## src/rtl/fpd_pkg.sv

```systemverilog
`default_nettype none

package fpd_pkg;

  // Sequencer states, one-hot
  typedef enum logic [6:0] {
    ST_START  = 7'b0000001,
    ST_WAIT   = 7'b0000010,
    ST_LAUNCH = 7'b0000100,
    ST_HIGH   = 7'b0001000,
    ST_FALL   = 7'b0010000,
    ST_NEAR   = 7'b0100000,
    ST_LANDED = 7'b1000000
  } state_t;

  // Phase codes as reported on the result stream
  localparam logic [2:0] PH_START  = 3'd0;
  localparam logic [2:0] PH_WAIT   = 3'd1;
  localparam logic [2:0] PH_LAUNCH = 3'd2;
  localparam logic [2:0] PH_HIGH   = 3'd3;
  localparam logic [2:0] PH_FALL   = 3'd4;
  localparam logic [2:0] PH_NEAR   = 3'd5;
  localparam logic [2:0] PH_LANDED = 3'd6;

  typedef enum logic [2:0] {
    EV_NONE   = 3'd0,
    EV_POWER  = 3'd1,
    EV_LAUNCH = 3'd2,
    EV_APEX   = 3'd3,
    EV_NEAR   = 3'd4,
    EV_GROUND = 3'd5
  } event_t;

  // Register map, word index
  localparam logic [1:0] REG_LAUNCH_LIMIT = 2'd0;
  localparam logic [1:0] REG_HIGH_ALT     = 2'd1;
  localparam logic [1:0] REG_LOW_ALT      = 2'd2;
  localparam logic [1:0] REG_SCALE        = 2'd3;

  localparam logic signed [15:0] RstLaunchLimit = 16'sd2;
  localparam logic [14:0]        RstHighAlt     = 15'd500;
  localparam logic [14:0]        RstLowAlt      = 15'd200;
  localparam logic [15:0]        RstScale       = 16'd5455;

  localparam int QueueDepth = 4;

  typedef struct packed {
    logic signed [15:0] launch_limit;
    logic [14:0]        high_alt;
    logic [14:0]        low_alt;
    logic [15:0]        scale;
  } cfg_t;

  // One classified tick; alt_raw is floor(diff * scale / 2^16), not yet clamped
  typedef struct packed {
    logic               smp;
    logic               launch;
    logic signed [18:0] alt_raw;
    logic [15:0]        ax;
    logic [15:0]        ay;
    logic [15:0]        az;
  } qent_t;

  typedef struct packed {
    logic full;
    logic empty;
  } qstat_t;

  function automatic logic [2:0] phase_code(input state_t st);
    logic [2:0] c;
    case (st)
      ST_START:  c = PH_START;
      ST_WAIT:   c = PH_WAIT;
      ST_LAUNCH: c = PH_LAUNCH;
      ST_HIGH:   c = PH_HIGH;
      ST_FALL:   c = PH_FALL;
      ST_NEAR:   c = PH_NEAR;
      default:   c = PH_LANDED;
    endcase
    return c;
  endfunction

endpackage

`default_nettype wire

```

## src/rtl/fpd_front.sv

```systemverilog
`default_nettype none

module fpd_front (
  input  wire logic          clk,
  input  wire logic          rst_n,
  input  wire fpd_pkg::cfg_t cfg,
  input  wire logic          in_tvalid,
  output logic               in_tready,
  input  wire logic [71:0]   in_tdata,
  input  wire logic          in_tuser,
  input  wire logic          q_full,
  output logic               push,
  output fpd_pkg::qent_t     push_data
);

  logic               stage_v_r, stage_v_nxt;
  fpd_pkg::qent_t     stage_r;
  logic [16:0]        ref_r;
  logic               cap_r, cap_nxt;
  logic               accept;
  logic [16:0]        p;
  logic [16:0]        ref_eff;
  logic signed [17:0] diff;
  logic signed [34:0] prod;
  logic               first_smp;

  assign in_tready = !stage_v_r || !q_full;
  assign push      = stage_v_r && !q_full;
  assign push_data = stage_r;
  assign accept    = in_tvalid && in_tready;

  assign p         = in_tdata[16:0];
  assign first_smp = in_tuser && !cap_r;
  // the first sample is its own reference, so its altitude is zero
  assign ref_eff   = first_smp ? p : ref_r;
  assign diff      = signed'({1'b0, ref_eff}) - signed'({1'b0, p});
  assign prod      = diff * signed'({1'b0, cfg.scale});

  always_comb begin
    stage_v_nxt = stage_v_r;
    if (accept) begin
      stage_v_nxt = 1'b1;
    end else if (push) begin
      stage_v_nxt = 1'b0;
    end
    cap_nxt = cap_r || (accept && in_tuser);
  end

  always_ff @(posedge clk) begin
    if (!rst_n) begin
      stage_v_r <= 1'b0;
      cap_r     <= 1'b0;
      ref_r     <= '0;
    end else begin
      stage_v_r <= stage_v_nxt;
      cap_r     <= cap_nxt;
      if (accept && first_smp) begin
        ref_r <= p;
      end
    end
  end

  always_ff @(posedge clk) begin
    if (accept) begin
      stage_r.smp     <= in_tuser;
      stage_r.launch  <= signed'(in_tdata[64:49]) <= cfg.launch_limit;
      stage_r.alt_raw <= prod[34:16];
      stage_r.ax      <= in_tdata[32:17];
      stage_r.ay      <= in_tdata[48:33];
      stage_r.az      <= in_tdata[64:49];
    end
  end

endmodule

`default_nettype wire

```

## src/rtl/fpd_queue.sv

```systemverilog
`default_nettype none

module fpd_queue #(
  parameter int DEPTH = fpd_pkg::QueueDepth
) (
  input  wire logic            clk,
  input  wire logic            rst_n,
  input  wire logic            push,
  input  wire fpd_pkg::qent_t  push_data,
  input  wire logic            pop,
  output fpd_pkg::qent_t       pop_data,
  output fpd_pkg::qstat_t      stat
);

  localparam int PtrW = (DEPTH > 1) ? $clog2(DEPTH) : 1;
  localparam int CntW = $clog2(DEPTH + 1);
  localparam logic [PtrW-1:0] LastPtr = PtrW'(DEPTH - 1);
  localparam logic [CntW-1:0] FullCnt = CntW'(DEPTH);

  fpd_pkg::qent_t  mem_r [DEPTH];
  logic [PtrW-1:0] wptr_r, wptr_nxt;
  logic [PtrW-1:0] rptr_r, rptr_nxt;
  logic [CntW-1:0] cnt_r, cnt_nxt;

  assign stat.full  = (cnt_r == FullCnt);
  assign stat.empty = (cnt_r == '0);
  assign pop_data   = mem_r[rptr_r];

  always_comb begin
    wptr_nxt = wptr_r;
    rptr_nxt = rptr_r;
    cnt_nxt  = cnt_r;
    if (push) begin
      wptr_nxt = (wptr_r == LastPtr) ? '0 : wptr_r + 1'b1;
    end
    if (pop) begin
      rptr_nxt = (rptr_r == LastPtr) ? '0 : rptr_r + 1'b1;
    end
    if (push && !pop) begin
      cnt_nxt = cnt_r + 1'b1;
    end else if (pop && !push) begin
      cnt_nxt = cnt_r - 1'b1;
    end
  end

  always_ff @(posedge clk) begin
    if (!rst_n) begin
      wptr_r <= '0;
      rptr_r <= '0;
      cnt_r  <= '0;
    end else begin
      wptr_r <= wptr_nxt;
      rptr_r <= rptr_nxt;
      cnt_r  <= cnt_nxt;
    end
  end

  always_ff @(posedge clk) begin
    if (push) begin
      mem_r[wptr_r] <= push_data;
    end
  end

endmodule

`default_nettype wire

```

## src/rtl/fpd_back.sv

```systemverilog
`default_nettype none

module fpd_back (
  input  wire logic            clk,
  input  wire logic            rst_n,
  input  wire fpd_pkg::cfg_t   cfg,
  input  wire fpd_pkg::qstat_t qstat,
  input  wire fpd_pkg::qent_t  q_data,
  output logic                 pop,
  output logic                 out_tvalid,
  input  wire logic            out_tready,
  output logic [23:0]          out_tdata
);

  fpd_pkg::state_t    st_r, st_nxt;
  logic signed [15:0] prev_alt_r;
  logic [15:0]        prev_ax_r, prev_ay_r, prev_az_r;
  logic               landed_rep_r, landed_rep_nxt;
  logic               out_v_r, out_v_nxt;
  logic [2:0]         out_phase_r;
  fpd_pkg::event_t    out_ev_r, ev;
  logic signed [15:0] out_alt_r;
  logic signed [15:0] sat_alt, alt;
  logic               store_accel;
  logic               same_accel;

  assign pop        = !qstat.empty && (!out_v_r || out_tready);
  assign out_tvalid = out_v_r;
  assign out_tdata  = {2'b00, out_alt_r, out_ev_r, out_phase_r};

  always_comb begin
    if (q_data.alt_raw > 19'sd32767) begin
      sat_alt = 16'sh7fff;
    end else if (q_data.alt_raw < -19'sd32768) begin
      sat_alt = 16'sh8000;
    end else begin
      sat_alt = q_data.alt_raw[15:0];
    end
  end

  assign alt        = q_data.smp ? sat_alt : prev_alt_r;
  assign same_accel = (prev_ax_r == q_data.ax) && (prev_ay_r == q_data.ay) &&
                      (prev_az_r == q_data.az);

  always_comb begin
    st_nxt         = st_r;
    ev             = fpd_pkg::EV_NONE;
    landed_rep_nxt = landed_rep_r;
    store_accel    = 1'b0;
    case (st_r)
      fpd_pkg::ST_START: begin
        if (q_data.smp) begin
          ev     = fpd_pkg::EV_POWER;
          st_nxt = fpd_pkg::ST_WAIT;
        end
      end
      fpd_pkg::ST_WAIT: begin
        if (q_data.smp && q_data.launch) begin
          ev     = fpd_pkg::EV_LAUNCH;
          st_nxt = fpd_pkg::ST_LAUNCH;
        end
      end
      fpd_pkg::ST_LAUNCH: begin
        if (q_data.smp && (alt > signed'({1'b0, cfg.high_alt}))) begin
          st_nxt = fpd_pkg::ST_HIGH;
        end
      end
      fpd_pkg::ST_HIGH: begin
        if (q_data.smp && (alt < prev_alt_r)) begin
          ev     = fpd_pkg::EV_APEX;
          st_nxt = fpd_pkg::ST_FALL;
        end
      end
      fpd_pkg::ST_FALL: begin
        if (q_data.smp && (alt < signed'({1'b0, cfg.low_alt}))) begin
          ev          = fpd_pkg::EV_NEAR;
          st_nxt      = fpd_pkg::ST_NEAR;
          store_accel = 1'b1;
        end
      end
      fpd_pkg::ST_NEAR: begin
        if (q_data.smp) begin
          store_accel = 1'b1;
          if (same_accel) begin
            st_nxt = fpd_pkg::ST_LANDED;
          end
        end
      end
      default: begin
        // on-ground is raised on the first tick spent landed, valid or not
        if (!landed_rep_r) begin
          ev             = fpd_pkg::EV_GROUND;
          landed_rep_nxt = 1'b1;
        end
        st_nxt = fpd_pkg::ST_LANDED;
      end
    endcase
  end

  always_comb begin
    out_v_nxt = out_v_r;
    if (pop) begin
      out_v_nxt = 1'b1;
    end else if (out_tready) begin
      out_v_nxt = 1'b0;
    end
  end

  always_ff @(posedge clk) begin
    if (!rst_n) begin
      st_r         <= fpd_pkg::ST_START;
      landed_rep_r <= 1'b0;
      out_v_r      <= 1'b0;
      prev_alt_r   <= '0;
      prev_ax_r    <= '0;
      prev_ay_r    <= '0;
      prev_az_r    <= '0;
    end else begin
      out_v_r <= out_v_nxt;
      if (pop) begin
        st_r         <= st_nxt;
        landed_rep_r <= landed_rep_nxt;
        if (q_data.smp) begin
          prev_alt_r <= alt;
        end
        if (store_accel) begin
          prev_ax_r <= q_data.ax;
          prev_ay_r <= q_data.ay;
          prev_az_r <= q_data.az;
        end
      end
    end
  end

  always_ff @(posedge clk) begin
    if (pop) begin
      out_phase_r <= fpd_pkg::phase_code(st_nxt);
      out_ev_r    <= ev;
      out_alt_r   <= alt;
    end
  end

endmodule

`default_nettype wire

```

## src/rtl/flight_phase_detector_unit.sv

```systemverilog
// Flight phase tracker.
// in_*  : one request per tick. in_tuser = sample_valid; in_tdata carries
//         pressure and the three acceleration axes. A tick without a sample
//         still yields a result.
// out_* : exactly one result per tick, in order: phase, event and altitude.
// cfg_* : APB-style registers: launch limit (0x0), high altitude (0x4),
//         low altitude (0x8), metres-per-pascal Q0.16 scale (0xC). Write
//         only while no tick is in flight.
// A result passes the input stage, the queue and the sequencer output
// register in turn. Throughput: one tick per cycle while the result stream
// is not stalled, set by the sequencer stepping on each queue entry it pops.
// Reset: synchronous, rst_n low. Registers go to their defaults, the phase
// to start, the reference pressure and saved samples to zero.
// Output stall: the result register holds; the queue between the input
// stage and the sequencer keeps filling, and in_tready drops only once the
// queue and the input stage are both full.
`default_nettype none

module flight_phase_detector_unit #(
  parameter int QUEUE_DEPTH = fpd_pkg::QueueDepth
) (
  input  wire logic        clk,
  input  wire logic        rst_n,
  // input stream
  input  wire logic        in_tvalid,
  output logic             in_tready,
  // [16:0] pressure_pa, [32:17] accel_x, [48:33] accel_y, [64:49] accel_z
  input  wire logic [71:0] in_tdata,
  // [0] sample_valid
  input  wire logic        in_tuser,
  // result stream
  output logic             out_tvalid,
  input  wire logic        out_tready,
  // [2:0] phase, [5:3] event_code, [21:6] altitude_m
  output logic [23:0]      out_tdata,
  // configuration
  input  wire logic        cfg_psel,
  input  wire logic        cfg_penable,
  input  wire logic        cfg_pwrite,
  input  wire logic [3:0]  cfg_paddr,
  input  wire logic [31:0] cfg_pwdata,
  output logic [31:0]      cfg_prdata,
  output logic             cfg_pready
);

  fpd_pkg::cfg_t   cfg_r;
  fpd_pkg::qent_t  push_data, pop_data;
  fpd_pkg::qstat_t qstat;
  logic            push, pop;
  logic            cfg_wr;

  assign cfg_pready = 1'b1;
  assign cfg_wr     = cfg_psel && cfg_penable && cfg_pwrite && cfg_pready;

  always_ff @(posedge clk) begin
    if (!rst_n) begin
      cfg_r.launch_limit <= fpd_pkg::RstLaunchLimit;
      cfg_r.high_alt     <= fpd_pkg::RstHighAlt;
      cfg_r.low_alt      <= fpd_pkg::RstLowAlt;
      cfg_r.scale        <= fpd_pkg::RstScale;
    end else if (cfg_wr) begin
      case (cfg_paddr[3:2])
        fpd_pkg::REG_LAUNCH_LIMIT: cfg_r.launch_limit <= cfg_pwdata[15:0];
        fpd_pkg::REG_HIGH_ALT:     cfg_r.high_alt     <= cfg_pwdata[14:0];
        fpd_pkg::REG_LOW_ALT:      cfg_r.low_alt      <= cfg_pwdata[14:0];
        fpd_pkg::REG_SCALE:        cfg_r.scale        <= cfg_pwdata[15:0];
        default: ;
      endcase
    end
  end

  always_comb begin
    case (cfg_paddr[3:2])
      fpd_pkg::REG_LAUNCH_LIMIT:
        cfg_prdata = {{16{cfg_r.launch_limit[15]}}, cfg_r.launch_limit};
      fpd_pkg::REG_HIGH_ALT: cfg_prdata = {17'd0, cfg_r.high_alt};
      fpd_pkg::REG_LOW_ALT:  cfg_prdata = {17'd0, cfg_r.low_alt};
      fpd_pkg::REG_SCALE:    cfg_prdata = {16'd0, cfg_r.scale};
      default:               cfg_prdata = '0;
    endcase
  end

  fpd_front u_front (
    .clk       (clk),
    .rst_n     (rst_n),
    .cfg       (cfg_r),
    .in_tvalid (in_tvalid),
    .in_tready (in_tready),
    .in_tdata  (in_tdata),
    .in_tuser  (in_tuser),
    .q_full    (qstat.full),
    .push      (push),
    .push_data (push_data)
  );

  fpd_queue #(
    .DEPTH (QUEUE_DEPTH)
  ) u_queue (
    .clk       (clk),
    .rst_n     (rst_n),
    .push      (push),
    .push_data (push_data),
    .pop       (pop),
    .pop_data  (pop_data),
    .stat      (qstat)
  );

  fpd_back u_back (
    .clk        (clk),
    .rst_n      (rst_n),
    .cfg        (cfg_r),
    .qstat      (qstat),
    .q_data     (pop_data),
    .pop        (pop),
    .out_tvalid (out_tvalid),
    .out_tready (out_tready),
    .out_tdata  (out_tdata)
  );

  // input stage is empty straight after reset
  a_ready_after_reset: assert property (@(posedge clk)
    !rst_n |=> in_tready)
    else $error("input not ready after reset");

  // a stalled result keeps its value until taken
  a_out_hold: assert property (@(posedge clk) disable iff (!rst_n)
    (out_tvalid && !out_tready) |=> (out_tvalid && $stable(out_tdata)))
    else $error("result changed while stalled");

  a_no_push_when_full: assert property (@(posedge clk) disable iff (!rst_n)
    push |-> !qstat.full)
    else $error("push into full queue");

  a_pop_nonempty: assert property (@(posedge clk) disable iff (!rst_n)
    pop |-> !qstat.empty)
    else $error("pop from empty queue");

endmodule

`default_nettype wire

```

## config.mk

```make
export PLATFORM = sky130hd
export DESIGN_NAME = flight_phase_detector_unit
export DESIGN_NICKNAME = d
export VERILOG_FILES = /design/src/rtl/fpd_pkg.sv /design/src/rtl/fpd_front.sv /design/src/rtl/fpd_queue.sv /design/src/rtl/fpd_back.sv /design/src/rtl/flight_phase_detector_unit.sv
export SDC_FILE = /design/constraint.sdc
export NUM_CORES = 2
export LEC_CHECK = 0
export BUFFER_PORTS_ARGS = -buffer_cell sky130_fd_sc_hd__buf_2
export CAP_MARGIN = 10
export CORE_MARGIN = 1
export CORE_UTILIZATION = 55
export DETAILED_ROUTE_END_ITERATION = 12
export PLACE_DENSITY_LB_ADDON = 0.2
export SYNTH_ARGS = -nofsm -noshare
export SYNTH_HDL_FRONTEND = slang
export SYNTH_HIERARCHICAL = 1
export SYNTH_SLANG_ARGS = --single-unit
```

## constraint.sdc

```tcl
create_clock -name clk -period 14 [get_ports clk]
set_input_delay 0.7 -clock clk [delete_from_list [all_inputs] [get_ports clk]]
set_output_delay 0.7 -clock clk [all_outputs]
set_load 0.02 [all_outputs]
```

==> metrics.txt <==
outcome finished, final reports clean; fraction of final layout cells sized beyond drive strength 1 0.123; EDFF count, synth roughly 370; ratio of routed vias to standard cells about 5.7; critical path data required time about 14 ns; final net count between 3,000 and 4,000; Final Worst Setup Slack about 4.7 ns; cell area after synthesis 35,300 µm²; worst setup path category reg2reg; largest buffer count on any clock path 3; first-pass GRT wire length roughly 130,000 µm; drt first-iter violations 1,557; worst setup path endpoint u_front/push_data[66]; largest net degree at the start of global routing ~130; vias in the first global route 24,640; Tmin final between 9 and 10 ns; global-route usage over all layers 0.258; area used by multi-input combinational logic approximately 18,000 µm²; number of setup buffers added after CTS 0; global-route congestion overflow total 0; fraction of registers with async set/reset 0; worst reg2reg path startpoint u_front/cap_r; Post-Route WL between 80,000 and 90,000 µm; post-route standard cell area excluding fillers about 38,000 µm²; post-synthesis sequential area ratio 0.404; number of max-cap violations 0; kind of path behind the tightest hold check in2reg; sequential standard cell area roughly 14,000 µm²; Clock Latency Late Sink 0.63 ns; synth cell count leaders inv_1 (466), nand2_1 (393), edfxtp_1 (367), fa_1 (288), ha_1 (171); initial antenna violation count 1; mean cell area of the mapped netlist about 11 µm²; slew of the pin with the lowest slew margin 1.29 ns; Post-CTS Hold Fix Bufs 0; CORE AREA 63,300 µm²; endpoint of the lowest-slack register-to-register path u_front/push_data[66]; number of distinct library cell variants in the gate-level netlist after synthesis 85; slowest cell on the critical path nor2_2; Starting Density 0.558; hold path depth 1; most repeated library cell on the critical path fa_1; clock sink count 530; YS warnings 6; CTS clock-pin slew for the worst setup and hold paths about 0.060 ns; number of inserted diodes 0; die height about 260 µm; cell class contributing the biggest share of worst-path delay adder cells; placed wire-length estimate after detailed placement between 50,000 and 60,000 µm; most frequently used cell type in the post-synthesis netlist inv_1; Register-to-Register Path Depth 29; setup TNS 0 ns; CTS tree yes; setup repair after global routing missed its margin false; number of flip-flops and latches in the synthesized netlist 530; placed instance area around 37,000 µm²; portion of synthesized cell area occupied by the leading cell type 0.312; Die X-Extent around 260 µm; filler cell count in the final layout 5,020; pre-CTS setup slack approximately 4.2 ns; die area 65,200 µm²; antenna violation net count after detailed routing 0; total via count after detailed routing roughly 23,000; worst rel slew slack 0.137; io pins between 150 and 200; Stages on worst setup path 29; primary flip-flop cell chosen by synthesis mapping edfxtp_1; global placement routability congestion between 0.8 and 0.9; DRC errors left 0; Rows just over 90; clk root buf clkbuf_16; largest driver fanout on the critical path 19; Cells after Synth around 3,100; largest incremental delay on the critical path between 0.9 and 1 ns; flop-to-flop setup slack approximately 4.7 ns; post-CTS sizing 0; startpoint type of the worst setup path flop; crit path launch u_front/cap_r; data arrival time of the worst path around 9.7 ns; TritonCTS Buffers 54; depth of the CTS H-tree 2; peak clock frequency supported by timing 0.107 GHz; part of the cycle the worst path needs 0.667; total of endpoints with negative setup slack in the final report 0; Area growth syn-to-layout 8.85%; ranking of synthesized cells by area edfxtp_1 (31%), fa_1 (16%), dfxtp_1 (9.2%); post-DR wirelength/cell a little over 20 µm; Synth area leader edfxtp_1; Hold Violations, Final 0; router iterations before antenna repair 6; endpoint class of the critical path flop; WP buf/inv 6; # port buffers roughly 150; clock skew 0.0457 ns; max-slew violation count 0
==> per-stage QoR <==
step,hold WS (ns),util,instances
after floorplan,0.435,-,3147
after global placement,0.443,0.578,4001
after global routing,0.219,0.607,4103
after CTS,0.208,0.607,4103
after detailed placement,0.456,0.578,4001
final,0.250,0.607,4103
==> kinds of logic after synthesis <==
logic type | Yosys count | share of synthesized area
muxes | 216 | 0.0918
and+or+nand+nor | 836 | 0.115
AOI/OAI and AO/OA | 368 | 0.0663
DFF | 530 | 0.404
other | 2 | 0.000213
adders and majority gates | 459 | 0.224
xor gates and xnor gates | 93 | 0.0231
buffers and inverters | 642 | 0.0751
==> registers in the layout (all words and copies together), names as in the netlist, 2 cells and up, named ones only <==
| name | cells |
|---|---|
| u_back/out_phase_r | 3 |
| u_queue/mem_r | 276 |
| u_back/prev_az_r | 16 |
| u_back/out_alt_r | 16 |
| u_front/push_data | 69 |
| u_front/ref_r | 17 |
| cfg_r | 62 |
| u_back/prev_ax_r | 16 |
| u_queue/rptr_r | 2 |
| u_queue/wptr_r | 2 |
| u_back/out_ev_r | 3 |
| u_back/st_r | 7 |
| u_back/prev_ay_r | 16 |
| u_queue/cnt_r | 3 |
| u_back/prev_alt_r | 16 |
==> routing by layer <==
layer | GRT usage | share of wire | vias up
met5 | 0 | 0.00013 | -
met4 | 0.0867 | 0.032 | 2
met3 | 0.0327 | 0.050 | 178
met2 | 0.453 | 0.50 | 714
met1 | 0.331 | 0.42 | 11699
li1 | - | - | 10678
==> how the worst min path moves through the flow <==
| stage | endpoint | slack [ns] | from |
|---|---|---|---|
| 6_report | u_front/push_data[38] | 0.25 | in_tdata[23] |
| 5_1_grt | u_front/push_data[17] | 0.22 | in_tdata[34] |
| 4_1_cts | u_front/push_data[17] | 0.21 | in_tdata[34] |
| 3_5_place_dp | u_front/ref_r[2] | 0.46 | u_front/ref_r[2] |
| 3_3_place_gp | u_back/prev_az_r[7] | 0.44 | u_back/prev_az_r[7] |
| 2_1_floorplan | u_back/prev_az_r[7] | 0.43 | u_back/prev_az_r[7] |
==> layout make-up <==
type,count,area share
multi-input cells,1975,0.480
well taps,846,0.0275
clock buffers,76,0.0386
clock inverters,26,0.00980
flip-flops and latches,530,0.372
repair buffers,183,0.0264
inverters,467,0.0456
==> placed cells by master, fill, tap and decap left out, types with 17 or more instances in the layout <==
cell / instances
nand4_1: 18
and2_1: 88
nor3_1: 18
edfxtp_1: 367
mux4_2: 84
dfxtp_1: 161
nor4_1: 21
inv_1: 466
nor2_1: 78
nand3_1: 36
nand2_1: 393
clkbuf_16: 54
o21ai_0: 109
nand2b_1: 42
mux2i_1: 109
mux2_2: 22
ha_1: 171
buf_4: 37
xor2_1: 61
a21boi_0: 31
clkbuf_1: 17
fa_1: 288
a21oi_1: 88
buf_2: 145
and3_1: 22
nor2b_1: 66
o211ai_1: 28
xnor2_1: 27
Power is not shown: default switching activity piles up to over one toggle a cycle in this logic, so the estimate is an artifact.
